**config.mk**
```make
export PLATFORM = sky130hd
export DESIGN_NAME = acpc_addr
export DESIGN_NICKNAME = d
export VERILOG_FILES = /design/src/sv/acpc_addr.sv
export SDC_FILE = /design/constraint.sdc
export NUM_CORES = 1
export LEC_CHECK = 0
export ABC_CLOCK_PERIOD_IN_PS = 8100
export BUFFER_PORTS_ARGS = -buffer_cell sky130_fd_sc_hd__buf_2
export CORE_AREA = 2 2 48 95
export CTS_BUF_LIST = sky130_fd_sc_hd__clkbuf_2 sky130_fd_sc_hd__clkbuf_4 sky130_fd_sc_hd__clkbuf_8
export DETAILED_ROUTE_END_ITERATION = 8
export DIE_AREA = 0 0 50 97
export PLACE_DENSITY = 0.81
export SYNTH_ARGS = -nofsm -noshare
export SYNTH_HDL_FRONTEND = slang
export SYNTH_SLANG_ARGS = --single-unit
```
**constraint.sdc**
```tcl
create_clock -name i_clk -period 8.1 [get_ports i_clk]
set_input_delay 0.405 -clock i_clk [delete_from_list [all_inputs] [get_ports i_clk]]
set_output_delay 0.405 -clock i_clk [all_outputs]
set_load 0.02 [all_outputs]
```
**src/sv/acpc_addr.sv**
```systemverilog
`timescale 1ns / 1ps
// ----------------------------------------------------------------------------
// acpc_addr
// Two-stage table address generator for the single and pair count memories.
// ----------------------------------------------------------------------------
module acpc_addr #(
    parameter  int MAX_ATTRIBUTES = 16,
    parameter  int MAX_VALUES     = 8,
    parameter  int MAX_CLASSES    = 4,
    localparam int AIDX_W = $clog2(MAX_ATTRIBUTES),
    localparam int VAL_W  = $clog2(MAX_VALUES),
    localparam int CLS_W  = $clog2(MAX_CLASSES),
    localparam int SA_W   = $clog2(MAX_ATTRIBUTES * MAX_VALUES * MAX_CLASSES),
    localparam int PA_W   = $clog2((MAX_ATTRIBUTES * (MAX_ATTRIBUTES - 1) / 2)
                                   * MAX_VALUES * MAX_VALUES * MAX_CLASSES)
) (
    input  logic              i_clk,
    input  logic [AIDX_W-1:0] i_a,
    input  logic [VAL_W-1:0]  i_va,
    input  logic [AIDX_W-1:0] i_b,
    input  logic [VAL_W-1:0]  i_vb,
    input  logic [CLS_W-1:0]  i_c,
    output logic [SA_W-1:0]   o_single_addr,
    output logic [PA_W-1:0]   o_pair_addr
);

    localparam int PROD_W   = 2 * AIDX_W;
    localparam int TRI_W    = $clog2(MAX_ATTRIBUTES * (MAX_ATTRIBUTES - 1) / 2 + 1);
    localparam int VA_W     = VAL_W + AIDX_W;
    localparam int BT_W     = $clog2(MAX_ATTRIBUTES * MAX_VALUES);
    localparam int PAIR_BLK = MAX_VALUES * MAX_VALUES * MAX_CLASSES;
    localparam int VSTRIDE  = MAX_VALUES * MAX_CLASSES;

    logic [TRI_W-1:0] r_tri;
    logic [VA_W-1:0]  r_vaa;
    logic [BT_W-1:0]  r_bterm;
    logic [BT_W-1:0]  r_sa;
    logic [CLS_W-1:0] r_c1;
    logic [SA_W-1:0]  r_single_addr;
    logic [PA_W-1:0]  r_pair_addr;

    // stage 1: triangular block number and the narrow products
    always_ff @(posedge i_clk) begin
        r_tri   <= TRI_W'((PROD_W'(i_a) * (PROD_W'(i_a) - PROD_W'(1))) >> 1);
        r_vaa   <= VA_W'(i_va) * VA_W'(i_a);
        r_bterm <= BT_W'(i_b) * BT_W'(MAX_VALUES) + BT_W'(i_vb);
        r_sa    <= BT_W'(i_a) * BT_W'(MAX_VALUES) + BT_W'(i_va);
        r_c1    <= i_c;
    end

    // stage 2: scale by constant strides and sum
    always_ff @(posedge i_clk) begin
        r_single_addr <= SA_W'(r_sa) * SA_W'(MAX_CLASSES) + SA_W'(r_c1);
        r_pair_addr   <= PA_W'(r_tri) * PA_W'(PAIR_BLK)
                       + PA_W'(r_vaa) * PA_W'(VSTRIDE)
                       + PA_W'(r_bterm) * PA_W'(MAX_CLASSES)
                       + PA_W'(r_c1);
    end

    assign o_single_addr = r_single_addr;
    assign o_pair_addr   = r_pair_addr;

endmodule

```
==> results of run 1 <==
-- path summary, 6_finish.rpt --
path	from	cells after the start	endpoint	slack, ps
setup reg to reg	r_vaa[1]$_DFF_P_	7	o_pair_addr[12]$_DFF_P_	6040
setup / recovery	i_a[0]	12	r_tri[6]$_DFF_P_	4480
hold / removal	i_b[0]	1	r_bterm[3]$_DFF_P_	200
hold reg to reg	r_bterm[1]$_DFF_P_	0	o_pair_addr[3]$_DFF_P_	330
-- per-layer routing --
metal,global-route usage [%],vias up,share of wire (%)
met4,10.3,0,2.9
met2,33.3,25,60
met1,15.7,663,34
met5,0,-,0
li1,-,762,-
met3,2.31,6,2.7
-- final cells by class --
class	count	area, um2
clock buffer	6	76.3
clock inverter	2	13.8
fill	338	1370
inverter	28	105
multi-input combinational	127	1210
sequential	52	1040
tap	52	65.1
timing repair buffer	40	200
-- through the flow --
step / util, % / hold slack [ps]
detailed placement: 64.2 / 312
CTS: 66.5 / 189
floorplan: - / 310
global route: 66.5 / 180
global placement: 64.2 / 310
finish: 66.5 / 198
-- sequential cells by signal, summed over array words and instances, names as in the netlist --
signal         count
o_pair_addr       13
o_single_addr      9
r_bterm            7
r_c1               2
r_sa               7
r_tri              7
r_vaa              7
-- worst max-delay path, stage by stage --
cell and delay [ps]:
buf_2 150, or3_1 380, ha_1 310, nand2b_1 180, fa_1 490, fa_1 520, fa_1 530, fa_1 480
inv_1 70, a21o_1 100, a21oi_1 70, xnor2_1 120
-- cells by family (layout without fill, tap and decap cells) --
group / after synthesis / in the layout / synth area share [%]
xor gates and xnor gates: 15 / 15 / 5.52
buffers and inverters: 31 / 76 / 5.20
adders and majority gates: 52 / 52 / 31.1
AOI/OAI and AO/OA: 23 / 23 / 5.78
and+or+nand+nor: 37 / 37 / 8.62
DFF: 52 / 52 / 43.7
-- Yosys cell counts --
master	instances	area, um2
a211oi_2	1	12.5
a21o_1	4	30.0
a21oi_1	10	50.1
and2_1	7	43.8
buf_4	2	15.0
clkbuf_1	1	3.75
dfxtp_1	52	1040
fa_1	12	240
ha_1	40	500
inv_1	28	105
nand2_1	10	37.5
nand2b_1	2	12.5
nor2_1	3	11.3
nor2b_1	8	50.1
nor3_1	3	15.0
nor3_4	1	16.3
nor4_1	2	12.5
o211ai_1	1	7.51
o21ai_0	5	25.0
o21ai_1	1	5.00
o21bai_1	1	7.51
or3_1	1	6.26
xnor2_1	13	114
xor2_1	2	17.5
-- power breakdown --
group          switching, W  total, W  internal, W
sequential        0.0000115  0.000314     0.000302
clock             0.0000800  0.000145    0.0000650
combinational      0.000135  0.000237     0.000102
==> flow_summary.ini, run 1 <==
[logic_synthesis]
ys_types = 24
synth-seq-cells = 52
synth_nets = 279
ys_warn_count = 0
syn_inst = 210
yosysSeqAreaShare_pct = 43.7
syn_area_um2 = 2380
syn_avg_cell_area_um2 = 11.3

[global_routing]
grt.overflow.total = 0
grt_pass1_wl_mm = 6.27
grt_pass1_vias = 1530
antenna_found_initial = 0
track_usage_pct = 17.2
grt_max_degree = 17

[sta]
finClkSkew_ps = 8.00
fin_crit_sh_pct = 44.7
finalHoldViolCount = 0
setup_viol = 0
fin_crit_ps = 3620
fmax_ghz = 0.276
layout_setup_ws_ps = 4480
fin_tns_setup_ps = 0
slew_viol_final = 0
relSlewSlack_pct = 69.8
tightest_slew_ps = 449
rsz0062_at_grt = false

[finish]
layout_common_cells = dfxtp_1 (52), ha_1 (40), buf_2 (40)
fin_area_um2 = 2720
instances_no_fill = 307
antennaDiodeCount = 0
nets = 323
final_layout_size_suffix_gt1_share_pct = 19.6
final_common_cell = dfxtp_1
area_growth_pct = 14.1

[drt]
wl_mm = 3.64
dr_total_vias = 1456
drc_errors = 0
routed_via_density = 4.74
routedWlPerCell_um = 11.8
drtIter0Drc = 21
drt-pass1-iter-count = 4
postRouteAntennaNets = 0

[clock_network]
cts_root_buffer = clkbuf_8
cts_htree_levels = 2
postCtsHoldBufs = 0
path_clk_slew_ps = 90
numCtsBuffers = 5
clock_latency_ps = 300
clock_path_buffers = 2
cts_tree = done
ctsResizeCount = 0
post_cts_buffers = 0
clock_sinks = 52

[die]
ios = 41
initial_core_util_pct = 58.2
die_w_um = 50
num_rows = 33
core_area_um2 = 4090
die_h_um = 97
die-area_um2 = 4850

[place]
hpwl_mm = 3.01
portBuffers = 40
dpl_cell_area_um2 = 2630
pre_cts_ws_ps = 4150
place_congestion = 0.841
dp.cells = 299

[worst_setup_path]
path_class = in -> reg
start_kind = input port
cp-end-kind = flip-flop
arrival_ps = 3810
critical_path.max_fanout = 9
critPathRequiredTime_ps = 8290

[job]
max-cap-violations = 0

[pwr]
ir_drop_mv = 0.160
leakagePower_nw = 1.39
power_density_nw_per_um2 = 256
p_total_w = 0.000696

[min_path]
worstHoldPathType = in -> reg

[outcome]
run_status = completed
(Power assumes the default switching activity.)
==> run 2, diff against run 1 <==
- ABC_CLOCK_PERIOD_IN_PS: 8100 -> 3300
- CORE_AREA: 2 2 48 95 -> 2 2 51 101
- DIE_AREA: 0 0 50 97 -> 0 0 53 103
- PLACE_DENSITY: 0.81 -> 0.76
- clock period: 8.1 -> 3.3 ns (I/O delays scaled with it)
==> run 2 against run 1 <==
  * Design area increased by 6.5%
  * Core utilization fell by 5.3 points
  * Sequential cell count unchanged
  * Highest routed layer unchanged
  * Combinational power rose to 2.5 times the previous value
  * Wire length increased by 4.0%
  * Sequential power increased by 150%
  * Power rose by 150%
  * Critical endpoint is now r_tri[5]$_DFF_P_
==> flow_summary.ini, run 2 (same netlist as run 1, synthesis figures left out) <==
[die]
die-area_um2 = 5460
num_rows = 36
die_h_um = 103
die_w_um = 53
initial_core_util_pct = 50.3
ios = 41
core_area_um2 = 4730

[finish]
final_core_util_pct = 61.2
fin_area_um2 = 2890
instances_no_fill = 331
final_common_cell = dfxtp_1
final_layout_size_suffix_gt1_share_pct = 22.6
fillCellCount = 417
largest_reg_flops = 13
layout_common_cells = dfxtp_1 (52), ha_1 (40), buf_2 (40)
nets = 342
area_growth_pct = 21.6
antennaDiodeCount = 0

[drt]
wl_mm = 3.78
routedWlPerCell_um = 11.4
postRouteAntennaNets = 0
drc_errors = 0
dr_total_vias = 1572
drt-pass1-iter-count = 4
routed_via_density = 4.75
drtIter0Drc = 20

[clock_network]
cts_root_buffer = clkbuf_8
clock_latency_ps = 310
path_clk_slew_ps = 100
cts_tree = done
clock_sinks = 52
numCtsBuffers = 5
clock_path_buffers = 2
cts_htree_levels = 2

[sta]
rsz0062_at_grt = false
fin_tns_setup_ps = 0
fin_crit_sh_pct = 95.0
setup_viol = 0
tightest_slew_ps = 416
fin_crit_ps = 3140
relSlewSlack_pct = 72.0
finalHoldViolCount = 0
fmax_ghz = 0.319
holdWs_ps = 4.60
slew_viol_final = 0
finClkSkew_ps = 11.7

[worst_setup_path]
path_class = in -> reg
critPathRequiredTime_ps = 3530
arrival_ps = 3370
critical_path.max_fanout = 8
cpPeakStageDelay_ps = 550
cp-end-kind = flip-flop
crit_slowest_cell = fa_1
start_kind = input port
path_cells = buf_2, buf_4, inv_1, ha_1, inv_1, nor3_4, nand2_1, fa_1, fa_1, fa_1, inv_1, ha_1, a21o_1, a21oi_2, xnor2_1

[pwr]
ir_drop_mv = 0.345
leakagePower_nw = 1.48
power_density_nw_per_um2 = 599

[place]
dp.cells = 314
portBuffers = 40
hpwl_mm = 3.03
place_congestion = 0.749
dpl_cell_area_um2 = 2710

[global_routing]
track_usage_pct = 16.0
antenna_found_initial = 0
grt.overflow.total = 0
grt_pass1_vias = 1524
grt_max_degree = 18
grt_pass1_wl_mm = 6.33

[job]
max-cap-violations = 0

[min_path]
worstHoldPathType = in -> reg

[outcome]
run_status = completed
-- run 2: power breakdown --
group          internal [W]  total (W)  switching (W)
Clock              0.000151   0.000358       0.000207
Sequential         0.000743   0.000775      0.0000319
Combinational      0.000266   0.000600       0.000333
-- run 2: worst paths after layout --
check | from | endpoint | slack, ps | cells after the start
hold reg to reg | r_sa[0]$_DFF_P_ | o_single_addr[2]$_DFF_P_ | 330 | 0
setup / recovery | i_a[0] | r_tri[5]$_DFF_P_ | 160 | 15
hold / removal | i_va[2] | r_sa[2]$_DFF_P_ | 5 | 1
setup reg to reg | r_vaa[1]$_DFF_P_ | o_pair_addr[12]$_DFF_P_ | 1200 | 7
-- run 2: timing repair --
| item | in CTS | in global routing |
|---|---|---|
| hold buffers | 9 | 0 |
| gates resized for setup | 0 | 0 |
| buffers inserted | 0 | 0 |
| endpoints found under the hold margin | 9 | 0 |
-- run 2: area by class of cell --
class / count / area [um2] / share of cell area, %
multi-input combinational: 127 / 1220 / 42.2
clock buffer: 5 / 68.8 / 2.38
clock inverter: 3 / 21.3 / 0.735
sequential: 52 / 1040 / 36.0
timing repair buffer: 59 / 365 / 12.6
tap: 57 / 71.3 / 2.46
inverter: 28 / 105 / 3.63
-- run 2: layer usage --
layer	up-vias	wire length (um)	GRT usage [%]
met5	-	0	0
met4	0	108	9.27
met3	9	124	3.04
met2	26	2100	28.2
met1	735	1450	17.2
li1	802	-	-
-- run 2: worst max-delay path, delay by kind of cell --
family | cells | cell delay, ps
and+or+nand+nor | 2 | 320
adders and majority gates | 5 | 1940
buffers and inverters | 5 | 490
AOI/OAI and AO/OA | 2 | 330
xor gates and xnor gates | 1 | 120
-- run 2: metrics by stage --
step	power (W)	worst slack (ps)
final	0.00173	164
after global routing	0.00186	8.77
after CTS	0.00176	156
after detailed placement	0.00139	-164
after global placement	0.00136	-79.5
after floorplan	0.00122	0.878
